[src/sv/lefs_pkg.sv]
// shared types, codes, constants and the breath weight table for the led effect sequencer
package lefs_pkg;

  localparam int NUM_LEDS_DEFAULT      = 12;
  localparam int BREATH_PERIOD_DEFAULT = 200;

  localparam logic [7:0] STATIC_DELAY_MAX   = 8'd250;
  localparam logic [7:0] STATIC_DELAY_RESET = 8'd4;
  localparam logic [6:0] BLINK_HALF_RESET   = 7'd20;
  localparam logic [5:0] ROLL_STEP_RESET    = 6'd5;

  localparam int DIV_DIVIDEND_W = 8;
  localparam int DIV_DIVISOR_W  = 8;

  typedef enum logic [1:0] {
    MODE_TICK   = 2'd0,
    MODE_WRITE  = 2'd1,
    MODE_SELECT = 2'd2,
    MODE_NONE   = 2'd3
  } mode_t;

  typedef enum logic [1:0] {
    EFF_STATIC = 2'd0,
    EFF_BLINK  = 2'd1,
    EFF_ROLL   = 2'd2,
    EFF_BREATH = 2'd3
  } effect_t;

  typedef enum logic [1:0] {
    KIND_PIXEL   = 2'd0,
    KIND_REFRESH = 2'd1,
    KIND_ALL_OFF = 2'd2
  } kind_t;

  localparam logic [1:0] CFG_STATIC_DELAY = 2'd0;
  localparam logic [1:0] CFG_BLINK_HALF   = 2'd1;
  localparam logic [1:0] CFG_ROLL_STEP    = 2'd2;

  typedef struct packed {
    logic [7:0] red;
    logic [7:0] green;
    logic [7:0] blue;
  } pixel_t;

  typedef struct packed {
    logic                      start;
    logic [DIV_DIVIDEND_W-1:0] dividend;
    logic [DIV_DIVISOR_W-1:0]  divisor;
  } div_req_t;

  typedef struct packed {
    logic                      done;
    logic [DIV_DIVIDEND_W-1:0] quotient;
  } div_rsp_t;

  // raised cosine over the first quarter turn, q8
  localparam logic [7:0] QUARTER_WT [65] = '{
    8'd0,   8'd0,   8'd0,   8'd0,   8'd1,   8'd1,   8'd1,   8'd2,
    8'd2,   8'd3,   8'd4,   8'd5,   8'd6,   8'd6,   8'd7,   8'd9,
    8'd10,  8'd11,  8'd12,  8'd14,  8'd15,  8'd17,  8'd18,  8'd20,
    8'd22,  8'd23,  8'd25,  8'd27,  8'd29,  8'd31,  8'd33,  8'd35,
    8'd37,  8'd40,  8'd42,  8'd44,  8'd47,  8'd49,  8'd52,  8'd54,
    8'd57,  8'd60,  8'd62,  8'd65,  8'd68,  8'd70,  8'd73,  8'd76,
    8'd79,  8'd82,  8'd85,  8'd88,  8'd91,  8'd94,  8'd97,  8'd100,
    8'd103, 8'd106, 8'd109, 8'd112, 8'd115, 8'd119, 8'd122, 8'd125,
    8'd128
  };

  // full-turn weight from the quarter table by symmetry, 0..256
  function automatic logic [8:0] weight_of(input logic [7:0] idx);
    logic [7:0] a;
    logic [7:0] m;
    a = (idx > 8'd128) ? 8'(9'd256 - {1'b0, idx}) : idx;
    m = 8'd128 - a;
    if (a <= 8'd64) begin
      return {1'b0, QUARTER_WT[a[6:0]]};
    end else begin
      return 9'd256 - {1'b0, QUARTER_WT[m[6:0]]};
    end
  endfunction

endpackage

[src/sv/lefs_in_if.sv]
// input item channel
interface lefs_in_if;
  logic       valid;
  logic       ready;
  logic [1:0] mode;
  logic [3:0] led_index;
  logic [7:0] red_in;
  logic [7:0] green_in;
  logic [7:0] blue_in;
  logic [1:0] effect;

  modport source (output valid, mode, led_index, red_in, green_in, blue_in, effect,
                  input ready);
  modport sink (input valid, mode, led_index, red_in, green_in, blue_in, effect,
                output ready);
endinterface

[src/sv/lefs_out_if.sv]
// result item channel
interface lefs_out_if;
  logic       valid;
  logic       ready;
  logic [1:0] kind;
  logic [3:0] position;
  logic [7:0] red_out;
  logic [7:0] green_out;
  logic [7:0] blue_out;
  logic       last;

  modport source (output valid, kind, position, red_out, green_out, blue_out, last,
                  input ready);
  modport sink (input valid, kind, position, red_out, green_out, blue_out, last,
                output ready);
endinterface

[src/sv/lefs_cfg_if.sv]
// configuration write channel
interface lefs_cfg_if;
  logic       valid;
  logic       ready;
  logic [1:0] index;
  logic [7:0] data;

  modport source (output valid, index, data, input ready);
  modport sink (input valid, index, data, output ready);
endinterface

[src/sv/lefs_frame_mem.sv]
// frame store: one rgb word per led, registered read, per-row valid bits for the reset clear
module lefs_frame_mem #(
  parameter int DEPTH = lefs_pkg::NUM_LEDS_DEFAULT,
  localparam int AW = $clog2(DEPTH)
) (
  input  logic            clk,
  input  logic            rst,
  input  logic            we,
  input  logic [AW-1:0]   waddr,
  input  lefs_pkg::pixel_t wdata,
  input  logic            re,
  input  logic [AW-1:0]   raddr,
  output lefs_pkg::pixel_t rdata
);
  import lefs_pkg::*;

  pixel_t           mem [DEPTH];
  logic [DEPTH-1:0] filled;
  pixel_t           rd_word;
  logic             rd_filled;

  always_ff @(posedge clk) begin
    if (we) begin
      mem[waddr] <= wdata;
    end
    if (re) begin
      rd_word <= mem[raddr];
    end
  end

  always_ff @(posedge clk) begin
    if (rst) begin
      filled    <= '0;
      rd_filled <= 1'b0;
    end else begin
      if (we) begin
        filled[waddr] <= 1'b1;
      end
      if (re) begin
        rd_filled <= filled[raddr];
      end
    end
  end

  // a row never written since reset reads as off
  assign rdata = rd_filled ? rd_word : '0;

endmodule

[src/sv/lefs_divider.sv]
// restoring divider, one quotient bit per cycle
module lefs_divider (
  input  logic               clk,
  input  logic               rst,
  input  lefs_pkg::div_req_t req,
  output lefs_pkg::div_rsp_t rsp
);
  import lefs_pkg::*;

  localparam int CW = $clog2(DIV_DIVIDEND_W);

  logic                      busy;
  logic                      done;
  logic [CW-1:0]             cnt;
  logic [DIV_DIVISOR_W-1:0]  rem;
  logic [DIV_DIVISOR_W-1:0]  dvs;
  logic [DIV_DIVIDEND_W-1:0] quo;
  logic [DIV_DIVISOR_W:0]    shifted;
  logic                      fits;

  assign shifted = {rem, quo[DIV_DIVIDEND_W-1]};
  assign fits    = shifted >= {1'b0, dvs};

  always_ff @(posedge clk) begin
    if (rst) begin
      busy <= 1'b0;
      done <= 1'b0;
    end else begin
      done <= 1'b0;
      if (req.start) begin
        busy <= 1'b1;
        cnt  <= '0;
        rem  <= '0;
        dvs  <= req.divisor;
        quo  <= req.dividend;
      end else if (busy) begin
        rem <= fits ? DIV_DIVISOR_W'(shifted - {1'b0, dvs}) : shifted[DIV_DIVISOR_W-1:0];
        quo <= {quo[DIV_DIVIDEND_W-2:0], fits};
        cnt <= cnt + 1'b1;
        if (cnt == CW'(DIV_DIVIDEND_W - 1)) begin
          busy <= 1'b0;
          done <= 1'b1;
        end
      end
    end
  end

  assign rsp.done     = done;
  assign rsp.quotient = quo;

endmodule

[src/sv/led_effect_frame_sequencer.sv]
// led effect frame sequencer top level: effect control, phase, config and result register
// Colour writes, effect selects and ignored items leave the block idle and ready. A tick
// that sends a frame reads each led from the single read port of the frame store and then
// loads it into the result register (read, then load), one led at a time, and ends with a
// refresh command; roll first waits in the division state for the one-bit-a-cycle divider
// that works out the rotation, and breath passes through that state once to look up the
// weight for its index, which comes from a multiply by the reciprocal of the period.
// Blink's all-off is a single command, and a tick that sends nothing leaves the block idle.
// Result stalls hold the load and command states. The store's reset clear is done with
// per-led valid bits, so there is no clearing pass and items are taken right after reset.
module led_effect_frame_sequencer #(
  parameter int NUM_LEDS      = lefs_pkg::NUM_LEDS_DEFAULT,
  parameter int BREATH_PERIOD = lefs_pkg::BREATH_PERIOD_DEFAULT
) (
  input  logic       clk,
  input  logic       rst,
  lefs_in_if.sink    items,
  lefs_out_if.source results,
  lefs_cfg_if.sink   cfg
);
  import lefs_pkg::*;

  localparam int AW   = $clog2(NUM_LEDS);
  localparam int HALF = NUM_LEDS / 2;

  // weight index phase*256/period as (phase * ceil(2^s/period)) >> (s-8), exact for 8-bit phase
  localparam int BR_SHIFT   = 16 + $clog2(BREATH_PERIOD);
  localparam int BR_RECIP_W = 18;
  localparam logic [BR_RECIP_W-1:0] BR_RECIP =
    BR_RECIP_W'(((64'd1 << BR_SHIFT) + 64'(BREATH_PERIOD) - 64'd1) / 64'(BREATH_PERIOD));

  typedef enum logic [4:0] {
    S_IDLE = 5'b00001,
    S_DIV  = 5'b00010,
    S_READ = 5'b00100,
    S_LOAD = 5'b01000,
    S_CMD  = 5'b10000
  } state_t;

  state_t     state;
  effect_t    effect_sel;
  logic [7:0] phase;
  logic [7:0] static_delay;
  logic [6:0] blink_half;
  logic [5:0] roll_step;
  logic [AW-1:0] p;
  logic [AW-1:0] r;
  logic [8:0] weight;
  logic [7:0] breath_idx;
  kind_t      cmd_kind;

  logic       out_valid;
  kind_t      out_kind;
  logic [3:0] out_pos;
  pixel_t     out_pix;
  logic       out_last;

  logic       in_xfer;
  logic       out_free;
  logic       load_out;
  mode_t      in_mode;
  logic [7:0] delay_eff;
  logic [7:0] blink_next;
  logic [BR_RECIP_W+7:0] breath_prod;
  div_req_t   div_req;
  div_rsp_t   div_rsp;
  pixel_t     rd_pix;
  pixel_t     shown;
  logic [AW-1:0] src;
  logic       mem_we;

  logic [AW:0] pw, basew, dstw, rp1, iw;

  assign in_mode  = mode_t'(items.mode);
  assign in_xfer  = items.valid && items.ready;
  assign out_free = !out_valid || results.ready;
  assign load_out = (state == S_LOAD || state == S_CMD) && out_free;
  assign items.ready = (state == S_IDLE);
  assign cfg.ready   = 1'b1;

  assign delay_eff = (static_delay > STATIC_DELAY_MAX) ? STATIC_DELAY_MAX : static_delay;

  assign breath_prod = phase * BR_RECIP;

  // blink wraps back to one once it reaches twice the half period, then counts on
  always_comb begin
    if (phase != 8'd1 && phase != {1'b0, blink_half} && phase >= {blink_half, 1'b0}) begin
      blink_next = 8'd1;
    end else begin
      blink_next = phase + 8'd1;
    end
  end

  assign mem_we = in_xfer && in_mode == MODE_WRITE && 32'(items.led_index) < NUM_LEDS;

  assign div_req.start = in_xfer && in_mode == MODE_TICK && effect_sel == EFF_ROLL;
  assign div_req.dividend = DIV_DIVIDEND_W'(phase);
  assign div_req.divisor  = (roll_step == 6'd0) ? DIV_DIVISOR_W'(1)
                                                : DIV_DIVISOR_W'(roll_step);

  lefs_divider u_div (
    .clk (clk),
    .rst (rst),
    .req (div_req),
    .rsp (div_rsp)
  );

  // roll: output slot dst of a half shows the led at (dst - r - 1) mod half
  always_comb begin
    pw    = {1'b0, p};
    basew = (pw < (AW+1)'(HALF)) ? '0 : (AW+1)'(HALF);
    dstw  = pw - basew;
    rp1   = {1'b0, r} + 1'b1;
    if (dstw >= rp1) begin
      iw = dstw - rp1;
    end else begin
      iw = dstw + (AW+1)'(HALF) - rp1;
    end
    src = p;
    if (effect_sel == EFF_ROLL && pw < (AW+1)'(2 * HALF)) begin
      src = AW'(basew + iw);
    end
  end

  lefs_frame_mem #(.DEPTH(NUM_LEDS)) u_mem (
    .clk   (clk),
    .rst   (rst),
    .we    (mem_we),
    .waddr (AW'(items.led_index)),
    .wdata ({items.red_in, items.green_in, items.blue_in}),
    .re    (state == S_READ),
    .raddr (src),
    .rdata (rd_pix)
  );

  function automatic logic [7:0] scale(input logic [7:0] b, input logic [8:0] w);
    logic [16:0] prod;
    prod = b * w;
    return (prod[16:8] > 9'd255) ? 8'd255 : prod[15:8];
  endfunction

  always_comb begin
    shown = rd_pix;
    if (effect_sel == EFF_BREATH) begin
      shown.red   = scale(rd_pix.red, weight);
      shown.green = scale(rd_pix.green, weight);
      shown.blue  = scale(rd_pix.blue, weight);
    end
  end

  always_ff @(posedge clk) begin
    if (rst) begin
      out_valid <= 1'b0;
    end else if (load_out) begin
      out_valid <= 1'b1;
    end else if (results.ready) begin
      out_valid <= 1'b0;
    end
  end

  always_ff @(posedge clk) begin
    if (rst) begin
      state        <= S_IDLE;
      effect_sel   <= EFF_STATIC;
      phase        <= '0;
      static_delay <= STATIC_DELAY_RESET;
      blink_half   <= BLINK_HALF_RESET;
      roll_step    <= ROLL_STEP_RESET;
    end else begin
      if (cfg.valid && cfg.ready) begin
        case (cfg.index)
          CFG_STATIC_DELAY: static_delay <= cfg.data;
          CFG_BLINK_HALF:   blink_half   <= cfg.data[6:0];
          CFG_ROLL_STEP:    roll_step    <= cfg.data[5:0];
          default: ;
        endcase
      end

      unique case (state)
        S_IDLE: begin
          if (in_xfer) begin
            unique case (in_mode)
              MODE_SELECT: begin
                effect_sel <= effect_t'(items.effect);
                phase      <= '0;
              end
              MODE_TICK: begin
                unique case (effect_sel)
                  EFF_STATIC: begin
                    if (phase <= delay_eff) begin
                      phase <= phase + 8'd1;
                    end
                    if (phase == delay_eff) begin
                      p     <= '0;
                      state <= S_READ;
                    end
                  end
                  EFF_BLINK: begin
                    phase <= blink_next;
                    if (phase == 8'd1) begin
                      p     <= '0;
                      state <= S_READ;
                    end else if (phase == {1'b0, blink_half}) begin
                      cmd_kind <= KIND_ALL_OFF;
                      state    <= S_CMD;
                    end
                  end
                  EFF_ROLL: state <= S_DIV;
                  EFF_BREATH: begin
                    breath_idx <= breath_prod[BR_SHIFT-8 +: 8];
                    state      <= S_DIV;
                  end
                endcase
              end
              MODE_WRITE, MODE_NONE: ;
            endcase
          end
        end
        S_DIV: begin
          if (effect_sel == EFF_ROLL) begin
            if (div_rsp.done) begin
              if (div_rsp.quotient >= DIV_DIVIDEND_W'(HALF)) begin
                r     <= '0;
                phase <= 8'd1;
              end else begin
                r     <= AW'(div_rsp.quotient);
                phase <= phase + 8'd1;
              end
              p     <= '0;
              state <= S_READ;
            end
          end else begin
            weight <= weight_of(breath_idx);
            phase  <= (32'(phase) > BREATH_PERIOD) ? 8'd0 : phase + 8'd1;
            p      <= '0;
            state  <= S_READ;
          end
        end
        S_READ: state <= S_LOAD;
        S_LOAD: begin
          if (out_free) begin
            out_kind  <= KIND_PIXEL;
            out_pos   <= 4'(p);
            out_pix   <= shown;
            out_last  <= 1'b0;
            if (32'(p) == NUM_LEDS - 1) begin
              cmd_kind <= KIND_REFRESH;
              state    <= S_CMD;
            end else begin
              p     <= p + 1'b1;
              state <= S_READ;
            end
          end
        end
        S_CMD: begin
          if (out_free) begin
            out_kind  <= cmd_kind;
            out_pos   <= '0;
            out_pix   <= '0;
            out_last  <= 1'b1;
            state     <= S_IDLE;
          end
        end
        default: state <= S_IDLE;
      endcase
    end
  end

  assign results.valid     = out_valid;
  assign results.kind      = out_kind;
  assign results.position  = out_pos;
  assign results.red_out   = out_pix.red;
  assign results.green_out = out_pix.green;
  assign results.blue_out  = out_pix.blue;
  assign results.last      = out_last;

  a_div_done_in_div: assert property (@(posedge clk) disable iff (rst)
    div_rsp.done |-> state == S_DIV)
    else $error("divider finished outside the division wait");

  a_last_on_commands: assert property (@(posedge clk) disable iff (rst)
    results.valid |-> (results.last == (results.kind != KIND_PIXEL)))
    else $error("last flag does not match result kind");

  a_read_in_range: assert property (@(posedge clk) disable iff (rst)
    state == S_READ |-> 32'(src) < NUM_LEDS)
    else $error("frame store read beyond the led count");

  a_breath_phase_bound: assert property (@(posedge clk) disable iff (rst)
    (state == S_IDLE && effect_sel == EFF_BREATH) |-> 32'(phase) <= BREATH_PERIOD + 1)
    else $error("breath phase ran past its period");

  a_load_after_read: assert property (@(posedge clk) disable iff (rst)
    state == S_READ |=> state == S_LOAD)
    else $error("read data not taken in the following cycle");

endmodule

[src/flat_wrapper.sv]
// flat-port wrapper written by rule: the top's interface ports become plain ports
module led_effect_frame_sequencer_flat import lefs_pkg::*;
#(
  parameter int NUM_LEDS      = lefs_pkg::NUM_LEDS_DEFAULT,
  parameter int BREATH_PERIOD = lefs_pkg::BREATH_PERIOD_DEFAULT
)
  (clk, rst, items_valid, items_mode, items_led_index, items_red_in, items_green_in, items_blue_in, items_effect, items_ready, results_valid, results_kind, results_position, results_red_out, results_green_out, results_blue_out, results_last, results_ready, cfg_valid, cfg_index, cfg_data, cfg_ready);
  lefs_in_if items_i ();
  lefs_out_if results_i ();
  lefs_cfg_if cfg_i ();
  input  logic clk;
  input  logic rst;
  input wire logic [$bits(items_i.valid)-1:0] items_valid;
  input wire logic [$bits(items_i.mode)-1:0] items_mode;
  input wire logic [$bits(items_i.led_index)-1:0] items_led_index;
  input wire logic [$bits(items_i.red_in)-1:0] items_red_in;
  input wire logic [$bits(items_i.green_in)-1:0] items_green_in;
  input wire logic [$bits(items_i.blue_in)-1:0] items_blue_in;
  input wire logic [$bits(items_i.effect)-1:0] items_effect;
  output wire logic [$bits(items_i.ready)-1:0] items_ready;
  output wire logic [$bits(results_i.valid)-1:0] results_valid;
  output wire logic [$bits(results_i.kind)-1:0] results_kind;
  output wire logic [$bits(results_i.position)-1:0] results_position;
  output wire logic [$bits(results_i.red_out)-1:0] results_red_out;
  output wire logic [$bits(results_i.green_out)-1:0] results_green_out;
  output wire logic [$bits(results_i.blue_out)-1:0] results_blue_out;
  output wire logic [$bits(results_i.last)-1:0] results_last;
  input wire logic [$bits(results_i.ready)-1:0] results_ready;
  input wire logic [$bits(cfg_i.valid)-1:0] cfg_valid;
  input wire logic [$bits(cfg_i.index)-1:0] cfg_index;
  input wire logic [$bits(cfg_i.data)-1:0] cfg_data;
  output wire logic [$bits(cfg_i.ready)-1:0] cfg_ready;
  assign items_i.valid = items_valid;
  assign items_i.mode = items_mode;
  assign items_i.led_index = items_led_index;
  assign items_i.red_in = items_red_in;
  assign items_i.green_in = items_green_in;
  assign items_i.blue_in = items_blue_in;
  assign items_i.effect = items_effect;
  assign items_ready = items_i.ready;
  assign results_valid = results_i.valid;
  assign results_kind = results_i.kind;
  assign results_position = results_i.position;
  assign results_red_out = results_i.red_out;
  assign results_green_out = results_i.green_out;
  assign results_blue_out = results_i.blue_out;
  assign results_last = results_i.last;
  assign results_i.ready = results_ready;
  assign cfg_i.valid = cfg_valid;
  assign cfg_i.index = cfg_index;
  assign cfg_i.data = cfg_data;
  assign cfg_ready = cfg_i.ready;
  led_effect_frame_sequencer #(.NUM_LEDS(NUM_LEDS), .BREATH_PERIOD(BREATH_PERIOD)) u_core (.clk(clk), .rst(rst), .items(items_i), .results(results_i), .cfg(cfg_i));
endmodule
[config.mk]
export PLATFORM = sky130hd
export DESIGN_NAME = led_effect_frame_sequencer_flat
export DESIGN_NICKNAME = d
export VERILOG_FILES = /design/src/sv/lefs_pkg.sv /design/src/sv/lefs_in_if.sv /design/src/sv/lefs_out_if.sv /design/src/sv/lefs_cfg_if.sv /design/src/sv/lefs_frame_mem.sv /design/src/sv/lefs_divider.sv /design/src/sv/led_effect_frame_sequencer.sv /design/src/flat_wrapper.sv
export SDC_FILE = /design/constraint.sdc
export NUM_CORES = 1
export LEC_CHECK = 0
export ABC_AREA = 1
export BUFFER_PORTS_ARGS = -buffer_cell sky130_fd_sc_hd__buf_2
export CORE_ASPECT_RATIO = 1.4
export CORE_MARGIN = 2
export CORE_UTILIZATION = 50
export DETAILED_ROUTE_END_ITERATION = 8
export GPL_TIMING_DRIVEN = 0
export PLACE_DENSITY = 0.74
export SLEW_MARGIN = 20
export SYNTH_ARGS = -nofsm -noshare
export SYNTH_HDL_FRONTEND = slang
export SYNTH_HIERARCHICAL = 1
export SYNTH_SLANG_ARGS = --single-unit
[constraint.sdc]
create_clock -name clk -period 13.1 [get_ports clk]
set_input_delay 1.31 -clock clk [delete_from_list [all_inputs] [get_ports clk]]
set_output_delay 1.31 -clock clk [all_outputs]
set_load 0.02 [all_outputs]
==> results of run 1 <==
-- worst min-delay path, cell delays in order, from the launching register on --
cell and delay (ns):
dfxtp_1 0.33, nor2_1 0.05, nor2_1 0.07
-- per-layer routing --
metal  GRT usage (%)  wire length, um
met5               0               79
met2            43.7            39600
met1            30.0            29800
met3            3.91             5990
met4            11.7             3960
-- how the worst max path moves through the flow --
stage,start,to,slack (ns),cells after the start
floorplan,u_core/u_mem/rd_filled,u_core/results.green_out[7],7.75,24
global placement,items_valid,u_core/u_mem/mem[11][10],6.64,7
detailed placement,u_core/u_mem/rd_filled,u_core/results.green_out[7],6.71,24
CTS,u_core/u_mem/rd_filled,u_core/results.green_out[7],6.67,24
global route,u_core/u_mem/rd_filled,u_core/results.green_out[7],6.14,24
finish,u_core/u_mem/rd_filled,u_core/results.green_out[7],6.65,24
-- synth_stat cells (all sizes together), types with 33 or more instances --
| cell type | number |
|---|---|
| nor2 | 364 |
| buf | 59 |
| nor3 | 39 |
| a21oi | 143 |
| edfxtp | 397 |
| nand3 | 162 |
| nand2 | 634 |
| o211ai | 33 |
| dfxtp | 52 |
| ha | 217 |
| clkbuf | 80 |
| fa | 162 |
| o21ai | 260 |
| inv | 631 |
-- metrics by stage --
stage / hold slack [ns] / setup WS, ns / util (%)
after global routing: 0.499 / 6.14 / 55.9
after detailed placement: 0.462 / 6.71 / 53.4
after global placement: 0.450 / 6.64 / 52.9
after floorplan: 0.429 / 7.75 / -
after CTS: 0.476 / 6.67 / 55.9
final: 0.473 / 6.65 / 55.9
-- power by group through the flow --
stage / clock [mW] / combinational [mW] / sequential (mW)
floorplan: 0 / 0.130 / 1.60
global placement: 0 / 0.203 / 1.60
detailed placement: 0 / 0.210 / 1.60
CTS: 1.34 / 0.211 / 1.57
global route: 1.39 / 0.235 / 1.57
finish: 1.32 / 0.215 / 1.57
-- layout make-up --
class                      count  area share, %
multi-input combinational   2192           43.4
timing repair buffer         103           1.94
tap                          817           3.00
clock buffer                  50           3.45
clock inverter                34           1.02
buffer                       139           2.11
sequential                   449           38.1
inverter                     635           7.02
-- sequential cells by signal (all words and copies together), names as in the netlist, 8 cells and up --
name / cells
u_core/u_mem/mem: 288
u_core/u_mem/rd_word: 24
u_core/u_mem/filled: 12
u_core/weight: 9
u_core/breath_idx: 8
u_core/phase: 8
u_core/results.blue_out: 8
u_core/results.green_out: 8
u_core/results.red_out: 8
u_core/static_delay: 8
u_core/u_div/dvs: 8
u_core/u_div/quo: 8
u_core/u_div/rem: 8
-- cells by family after synthesis --
family,synth area share [%]
AO/OA/AOI/OAI,9.52
other,0.0244
XOR/XNOR,1.14
AND/OR/NAND/NOR,17.6
flip-flops,42.1
adder cells (fa/ha/maj),19.4
multiplexers,0.102
buffers and inverters,10.1
==> flow_summary.toml, run 1 <==
[route]
viasPerCell = 5.43
drt_wl_total_um = 79500
dr.pass1.iters = 8
dr_total_vias = 24000
ant_nets = 0
drc_errors = 0
drt-initial-drc-count = 1919
avgRoutedWirePerCell_um = 18.0

[worst_setup_path]
r2r_slack_ns = 6.65
slowest_delay_ns = 0.54
path_max_fanout = 10
slowest_stage = "fa_1"
critical_path_class = "reg -> reg"
worst_setup_path_start_kind = "flop"
reg2reg_depth = 24
r2r-start = "u_core/u_mem/rd_filled"
crit_buf_inv = 9
critPathTopFamily = "adder cells"
r2r-end = "u_core/results.green_out[7]"
cp_data_required_time_ns = 13.43
worst_setup_path_end_kind = "flop"
crit_top_cell = "inv_1"
crit_arrival_ns = 6.78
crit_chain = "clkbuf_1 -> clkbuf_1 -> nand2_1 -> inv_1 -> buf_1 -> nand2_1 -> fa_1 -> fa_1 -> inv_1 -> fa_1 -> inv_1 -> fa_1 -> inv_1 -> ha_1 -> nand2_1 -> inv_1 -> a21oi_1 -> o221ai_1 -> a21oi_1 -> o21ai_0 -> xor2_1 -> inv_1 -> nor3_1 -> nor2_1"

[run]
cap_viol_max_count = 0

[pwr]
p_sw_uw = 738
powerDensity_mw_per_mm2 = 91.2
p_sw_share_pct = 23.8
intPower_mw = 2.37
p_seq_share_pct = 50.6
ir_worst_vdd_v = 0.000124
clockPowerShare_pct = 42.4
finalPower_mw = 3.10
comb_power_share_pct = 6.9
leakagePower_nw = 16.3

[worst_hold_path]
hold_start = "u_core/u_mem/filled[3]"
min_path_type = "reg -> reg"
min_delay_path_depth = 2
holdPathEnd = "u_core/u_mem/filled[3]"

[sta]
fmax_mhz = 155
slew-limit-headroom_pct = 31.7
final_hold_viol_count = 0
rsz0062_at_grt = "false"
setup_violations = 0
fin_crit_sh_pct = 49.2
setup_tns_ns = 0
fin_skew_ns = 0.0279
tightest_slew_ns = 1.02
layout_min_cycle_time_ns = 6.45
drv_slew = 0

[grt]
grtUsageTotal_pct = 25.0
grt_overflow = 0
grt_max_degree = 27
grt_pass1_vias = 23377
antenna_found_initial = 6
grt_first_pass_wirelength_um = 123000

[clock_network]
clock_latency_ns = 0.61
cts_inserted_buffers = 45
cts_hold_buffers = 0
cts_sinks = 449
root_buffer = "clkbuf_16"
post-cts-setup-buffers = 0
ctsResizeCount = 0
path_clk_slew_ns = 0.06
tritoncts = "built"
cts_buffer_depth = 3
h-tree-depth = 2

[synthesis]
yosysWarnings = 6
netlist.area_leader.share_pct = 38.7
yosysSeqAreaShare_pct = 42.1
synthCells = 3413
synth_edf_count = 397
netlist_area_mm2 = 0.0308
yosys-top-cells-area = "edfxtp_1, fa_1, ha_1, inv_1, nand2_1"
synth_area_leader_cell = "edfxtp_1"
synth-main-ff-cell = "edfxtp_1"
synth_seq_cells = 449
synth-async-reset-ratio_pct = 0
yosys.cell_types.count = 63
syn_avg_cell_area_um2 = 9.02

[placed_design]
placed_cell_area_mm2 = 0.0325
dpl.cell_count = 4335
io_buffers = 79
place_hpwl_um = 58100
gp_congestion = 0.939

[floorplanning]
fp.dieW_um = 214
rows = 107
io_pins = 81
start_util_pct = 50.5
die_y_um = 298
die_area_mm2 = 0.0636
core-area_mm2 = 0.0609

[cells_and_area]
layout-drive-gt1-share_pct = 10.4
register_area_mm2 = 0.0130
n_antenna_cell = 0
mostFrequentLayoutCells = "inv_1, nand2_1, edfxtp_1"
multiInputGateArea_mm2 = 0.0148
synthToLayoutAreaGrowth_pct = 10.7
layout_commonest_cell = "inv_1"
layout.nets = 3991
layoutNonFillerInstCount = 4419
final_area_mm2 = 0.0341
nFillCells = 5290

[status]
outcome = "finished, final reports clean"
No activity file was read; power rests on OpenSTA's default activity.
==> run 2: changes to the inputs <==
--- a/config.mk
+++ b/config.mk
@@ -12,7 +12,7 @@
 export CORE_UTILIZATION = 50
 export DETAILED_ROUTE_END_ITERATION = 8
 export GPL_TIMING_DRIVEN = 0
-export PLACE_DENSITY = 0.74
+export PLACE_DENSITY = 0.77
 export SLEW_MARGIN = 20
 export SYNTH_ARGS = -nofsm -noshare
 export SYNTH_HDL_FRONTEND = slang
==> constraint.sdc (replaced) <==
create_clock -name clk -period 5.85 [get_ports clk]
set_input_delay 0.585 -clock clk [delete_from_list [all_inputs] [get_ports clk]]
set_output_delay 0.585 -clock clk [all_outputs]
set_load 0.02 [all_outputs]
==> run 2 against run 1 <==
Via count barely moved. Hold slack lost 0.23 ns. Design area fell by 0.30%. Global-route usage up 0.11 points. Utilization shrank 0.17 points. Clock power up 110%. Total power grew 120%. Largest cell class unchanged. Largest power group unchanged.
==> flow_summary.toml, run 2 (synthesis gave the netlist of run 1 again) <==
[sta]
final_hold_viol_count = 0
slew-limit-headroom_pct = 33.8
setup_violations = 0
drv_slew = 0
fmax_mhz = 182
rsz0062_at_grt = "false"
layout_min_cycle_time_ns = 5.51
tightest_slew_ns = 0.992
fin_skew_ns = 0.0252
fin_crit_sh_pct = 94.1
whs_ns = 0.241

[floorplanning]
rows = 107
die_area_mm2 = 0.0636
io_pins = 81
start_util_pct = 50.5
fp.dieW_um = 214
core-area_mm2 = 0.0609
die_y_um = 298

[cells_and_area]
layout.nets = 3974
nFillCells = 5265
layout-drive-gt1-share_pct = 10.7
top_regs = "u_core/u_mem/mem (288), u_core/u_mem/rd_word (24), u_core/u_mem/filled (12)"
largest_reg_flops = 288
synthToLayoutAreaGrowth_pct = 10.4
final_area_mm2 = 0.0340
n_antenna_cell = 0
layout_commonest_cell = "nand2_1"
mostFrequentLayoutCells = "nand2_1, inv_1, edfxtp_1"
multiInputGateArea_mm2 = 0.0148
top_register = "u_core/u_mem/mem"
layoutNonFillerInstCount = 4402
register_area_mm2 = 0.0130

[worst_setup_path]
path_max_fanout = 10
crit_start = "u_core/p[1]"
worst_setup_path_end_kind = "flop"
critical_path_class = "reg -> reg"
crit_arrival_ns = 5.82
r2r-end = "u_core/u_mem/rd_word[14]"
cp_data_required_time_ns = 6.16
worst_setup_path_start_kind = "flop"
r2r-start = "u_core/p[1]"
r2r_slack_ns = 0.34
reg2reg_depth = 23

[grt]
grtUsageTotal_pct = 25.1
grt_overflow = 0
grt_busiest_layer = "met2"
antenna_found_initial = 6
grt_pass1_vias = 24241
use_met1_pct = 30.3
use_met3_pct = 4.03
grtUsageMet2_pct = 43.4
grt_first_pass_wirelength_um = 125000
grt_max_degree = 27

[route]
ant_nets = 0
drt_wl_total_um = 78600
viasPerCell = 5.46
drc_errors = 0
dr_total_vias = 24023
avgRoutedWirePerCell_um = 17.9
drt-initial-drc-count = 2178
dr.pass1.iters = 6

[placed_design]
dpl.cell_count = 4332
place_hpwl_um = 57400
placed_cell_area_mm2 = 0.0325
gp_congestion = 0.907
io_buffers = 79

[worst_hold_path]
min_delay_path_depth = 3
hold_start = "cfg_data[2]"
holdPathEnd = "u_core/roll_step[2]"
min_path_type = "in -> reg"

[clock_network]
root_buffer = "clkbuf_16"
cts_inserted_buffers = 45
cts_hold_buffers = 0
clock_latency_ns = 0.60
tritoncts = "built"
path_clk_slew_ns = 0.07
h-tree-depth = 2
cts_buffer_depth = 3
cts_sinks = 449

[pwr]
powerDensity_mw_per_mm2 = 199
ir_worst_vdd_v = 0.000244
leakagePower_nw = 16.2

[run]
cap_viol_max_count = 0

[status]
outcome = "finished, final reports clean"
==> run 2: cell count changes in the layout (fill, tap and decap cells not counted), sizes merged <==
cell and delta:
buf -5, bufinv -4, clkbuf +3, clkinv -10
clkinvlp +6, inv -7
==> run 2: metal layers <==
metal	wire length (um)	vias to the layer above	share of wire, %
li1	-	11344	-
met1	29400	11318	37
met2	39000	1107	50
met3	6340	242	8.1
met4	3860	12	4.9
met5	73	-	0.093
==> run 2: layout make-up <==
cell class	count	share of cell area (%)
repair buffers	104	1.99
clock inverters	19	0.483
plain buffers	121	1.96
clock buffers	65	3.66
inverters	635	7.15
flip-flops and latches	449	38.2
well taps	817	3.01
multi-input cells	2192	43.6
==> run 2: timing repair <==
item                                    4_1_cts  5_1_grt
endpoints found under the setup margin       24       24
setup buffers                                 2        2
gates resized for setup                       4       26
pin swaps                                     0        0
==> run 2: how the worst max path moves through the flow <==
stage | end | cells past startpoint
2_1_floorplan | u_core/results.green_out[7] | 24
3_3_place_gp | u_core/results.green_out[7] | 24
3_5_place_dp | u_core/results.green_out[7] | 24
4_1_cts | u_core/results.red_out[3] | 24
5_1_grt | u_core/results.blue_out[7] | 23
6_report | u_core/u_mem/rd_word[14] | 23
==> run 2: through the flow <==
step                      TNS (ns)  total power, mW  setup slack [ns]  utilization (%)
final                            0             6.76             0.343             55.7
after global routing             0             6.97           0.00746             55.7
after CTS                        0             6.79           0.00400             55.7
after detailed placement     -7.29             4.06            -0.592             53.4
after global placement       -5.66             4.04            -0.467             52.9
after floorplan                  0             3.87             0.502                -
==> run 2: critical path: stages (launching register included) <==
cell and delay, ns:
edfxtp_1 0.52, nand2_1 0.14, inv_1 0.07, nor2_1 0.29, ha_1 0.32, xnor2_1 0.24
inv_1 0.08, ha_1 0.37, nand2_1 0.09, inv_1 0.07, a21oi_1 0.09, o21ai_0 0.15
a21o_1 0.21, mux2i_1 0.23, ha_1 0.17, inv_1 0.05, fa_1 0.47, o21ai_0 0.07
buf_2 0.26, inv_2 0.20, clkbuf_1 0.67, o211ai_1 0.19, nand3_1 0.14, nand2_1 0.15
==> run 2: report_power, final <==
group / switching (mW) / internal [mW]
clock network: 1.26 / 1.50
logic: 0.331 / 0.148
registers: 0.0202 / 3.50
total: 1.61 / 5.15
==> run 3: changes to the inputs <==
--- a/config.mk
+++ b/config.mk
@@ -5,14 +5,13 @@
 export SDC_FILE = /design/constraint.sdc
 export NUM_CORES = 1
 export LEC_CHECK = 0
-export ABC_AREA = 1
 export BUFFER_PORTS_ARGS = -buffer_cell sky130_fd_sc_hd__buf_2
 export CORE_ASPECT_RATIO = 1.4
 export CORE_MARGIN = 2
 export CORE_UTILIZATION = 50
 export DETAILED_ROUTE_END_ITERATION = 8
 export GPL_TIMING_DRIVEN = 0
-export PLACE_DENSITY = 0.77
+export PLACE_DENSITY = 0.69
 export SLEW_MARGIN = 20
 export SYNTH_ARGS = -nofsm -noshare
 export SYNTH_HDL_FRONTEND = slang
==> constraint.sdc (replaced) <==
create_clock -name clk -period 5.85 [get_ports clk]
set_input_delay 0.2925 -clock clk [delete_from_list [all_inputs] [get_ports clk]]
set_output_delay 0.2925 -clock clk [all_outputs]
set_load 0.02 [all_outputs]
==> run 3 against run 2 <==
Die area shrank 3.9%. Maximum frequency down 3.4%. Cell count fell by 22%. Clock skew up 0.024 ns. Design area fell by 1.3%. Clock power increased by 2%. Total power decreased by 3.5%. Wire length is 9.4% lower. Sequential power about the same. First-iteration DRC count down 43%. Highest routed layer unchanged. Critical path type unchanged.
==> flow_summary.toml, run 3 <==
[status]
outcome = "finished, final reports clean"

[synthesis]
synthCells = 2445
synth_edf_count = 397
yosys-top-cells-area = "edfxtp_1, fa_1, ha_1, mux4_2, and2_1"
synth-main-ff-cell = "edfxtp_1"
synth_seq_cells = 449
netlist.area_leader.share_pct = 40.3
syn_avg_cell_area_um2 = 12.1
yosysSeqAreaShare_pct = 43.9
synth_most_common_cell = "edfxtp_1"
synth_area_leader_cell = "edfxtp_1"
netlist_area_mm2 = 0.0296
yosysWarnings = 6
yosys.cell_types.count = 108
synthTopCellsByCount = "edfxtp_1, inv_1, ha_1, and2_1, fa_1"
synth-async-reset-ratio_pct = 0

[placed_design]
dpl.cell_count = 3303
gp_congestion = 0.882
placed_cell_area_mm2 = 0.0313
place_hpwl_um = 53200
io_buffers = 78

[cells_and_area]
mostFrequentLayoutCells = "edfxtp_1, inv_1, ha_1"
final_area_mm2 = 0.0335
nFillCells = 4775
register_area_mm2 = 0.0130
layout.nets = 3071
layout-drive-gt1-share_pct = 17.0
top_register = "u_core/u_mem/mem"
layoutNonFillerInstCount = 3426
largest_reg_flops = 288
multiInputGateArea_mm2 = 0.0155
top_regs = "u_core/u_mem/mem (288), u_core/u_mem/rd_word (24), u_core/u_mem/filled (12)"
layout_commonest_cell = "edfxtp_1"
synthToLayoutAreaGrowth_pct = 13.3

[grt]
grt_max_degree = 28
antenna_found_initial = 6
grt_overflow = 0
grt_pass1_vias = 21183
grt_first_pass_wirelength_um = 114000
grtUsageTotal_pct = 23.8

[pwr]
finalPower_mw = 6.52
leakagePower_nw = 13.9
ir_worst_vdd_v = 0.000313
powerDensity_mw_per_mm2 = 195

[floorplanning]
start_util_pct = 50.4
fp.dieW_um = 209
rows = 105
core-area_mm2 = 0.0586
die_area_mm2 = 0.0611
io_pins = 81
die_y_um = 292

[run]
cap_viol_max_count = 0

[route]
viasPerCell = 5.79
drt_wl_total_um = 71300
wl_met1_um = 27700
wl_met2_um = 37100
drc_errors = 0
dr_total_vias = 19846
avgRoutedWirePerCell_um = 20.8
dr.pass1.iters = 5
ant_nets = 0
top_layer = "met5"
drt-initial-drc-count = 1250
dr_wl_met3_um = 2980

[clock_network]
root_buffer = "clkbuf_16"
tritoncts = "built"
clock_latency_ns = 0.60
cts_inserted_buffers = 44
h-tree-depth = 2
cts_buffer_depth = 3
cts_sinks = 449
path_clk_slew_ns = 0.07

[sta]
setup_tns_ns = 0
final_hold_viol_count = 0
rsz0062_at_grt = "true"
slew-limit-headroom_pct = 32.6
layout_min_cycle_time_ns = 5.70
fin_crit_sh_pct = 97.5
tightest_slew_ns = 1.01
fmax_mhz = 175
setup_violations = 0
drv_slew = 0
fin_skew_ns = 0.0489

[worst_setup_path]
cp_data_required_time_ns = 6.20
r2r_slack_ns = 0.15
critPathTopFamily = "adder cells"
crit_buf_inv = 3
slowest_stage = "fa_1"
path_max_fanout = 10
crit_top_cell = "fa_1"
slowest_delay_ns = 0.55
worst_setup_path_start_kind = "flop"
crit_chain = "buf_8 -> and2_4 -> and2_1 -> fa_1 -> fa_1 -> fa_1 -> inv_1 -> fa_1 -> inv_1 -> ha_1 -> and3_1 -> a21oi_2 -> o21ai_2 -> o41ai_2 -> nor2_1 -> a2111oi_4 -> nor2b_1 -> or4_1 -> a32o_1"
critical_path_class = "reg -> reg"
crit_arrival_ns = 6.05
worst_setup_path_end_kind = "flop"

[worst_hold_path]
min_path_type = "in -> reg"
-- run 3: cell count changes after synthesis, sizes merged, moves of 75 or more --
cell and change:
nand2 -508, inv -371, nor2 -238, and2 +215, o21ai -158, nand3 -127
mux4 +75
-- run 3: power breakdown --
part / internal [mW] / leakage, nW / total, mW / switching, mW
logic: 0.0863 / 9.20 / 0.222 / 0.135
clock network: 1.59 / 0.700 / 2.81 / 1.21
registers: 3.49 / 4.00 / 3.50 / 0.00811
total: 5.17 / 13.9 / 6.52 / 1.36
-- run 3: worst reg2reg max path, cell delays in order (launching register included) --
cell and delay [ns]:
dfxtp_4 0.41, buf_8 0.14, and2_4 0.21, and2_1 0.17
fa_1 0.46, fa_1 0.52, fa_1 0.56, inv_1 0.06
fa_1 0.53, inv_1 0.04, ha_1 0.34, and3_1 0.18
a21oi_2 0.12, o21ai_2 0.09, o41ai_2 0.29, nor2_1 0.12
a2111oi_4 0.37, nor2b_1 0.11, or4_1 0.48, a32o_1 0.27
-- run 3: path summary, 6_finish.rpt --
kind                          startpoint                   endpoint  depth (start not counted)
setup / recovery  u_core/u_mem/rd_filled  u_core/results.red_out[7]                         19
hold / removal               cfg_data[1]     u_core/static_delay[1]                          3
setup reg to reg  u_core/u_mem/rd_filled  u_core/results.red_out[7]                         19
hold reg to reg      u_core/roll_step[0]        u_core/roll_step[0]                          1
-- run 3: per-stage QoR --
stage | hold WS, ns | utilization (%) | setup slack (ns)
global route | 0.0197 | 57.2 | -0.0307
CTS | 0.000960 | 56.6 | -0.0111
global placement | 0.444 | 52.7 | -1.56
finish | 0.0226 | 57.2 | 0.149
detailed placement | 0.454 | 53.5 | -1.19
floorplan | 0.365 | - | 0.209
-- run 3: metal layers --
metal / GRT usage, % / vias up
met1: 27.7 / 9956
met3: 3.31 / 199
li1: - / 9118
met4: 10.9 / 10
met5: 0 / -
met2: 43.3 / 563
-- run 3: repair_timing --
item / 4_1_cts / 5_1_grt
setup buffers: 11 / 24
hold endpoints to repair: 52 / 0
pin swaps: 13 / 22
gates cloned: 1 / 0
setup endpoints to repair: 32 / 46
hold buffers: 13 / 0
gates resized for setup: 71 / 55
-- run 3: cell type report --
cell class              instances  area share [%]
clock buffers                  56            3.58
well taps                     749            2.80
multi-input cells            1630            46.2
diodes                          1         0.00747
inverters                     261            2.94
repair buffers                156            3.40
flip-flops and latches        449            38.7
clock inverters                21           0.687
plain buffers                 103            1.66
-- run 3: cell families after synthesis --
| logic type | after synthesis | share of synthesized area (%) |
|---|---|---|
| AO/OA/AOI/OAI | 374 | 8.85 |
| XOR/XNOR | 63 | 1.96 |
| adder cells (fa/ha/maj) | 379 | 20.2 |
| buffers and inverters | 368 | 5.02 |
| flip-flops | 449 | 43.9 |
| multiplexers | 130 | 7.64 |
| other | 2 | 0.0254 |
| AND/OR/NAND/NOR | 680 | 12.5 |
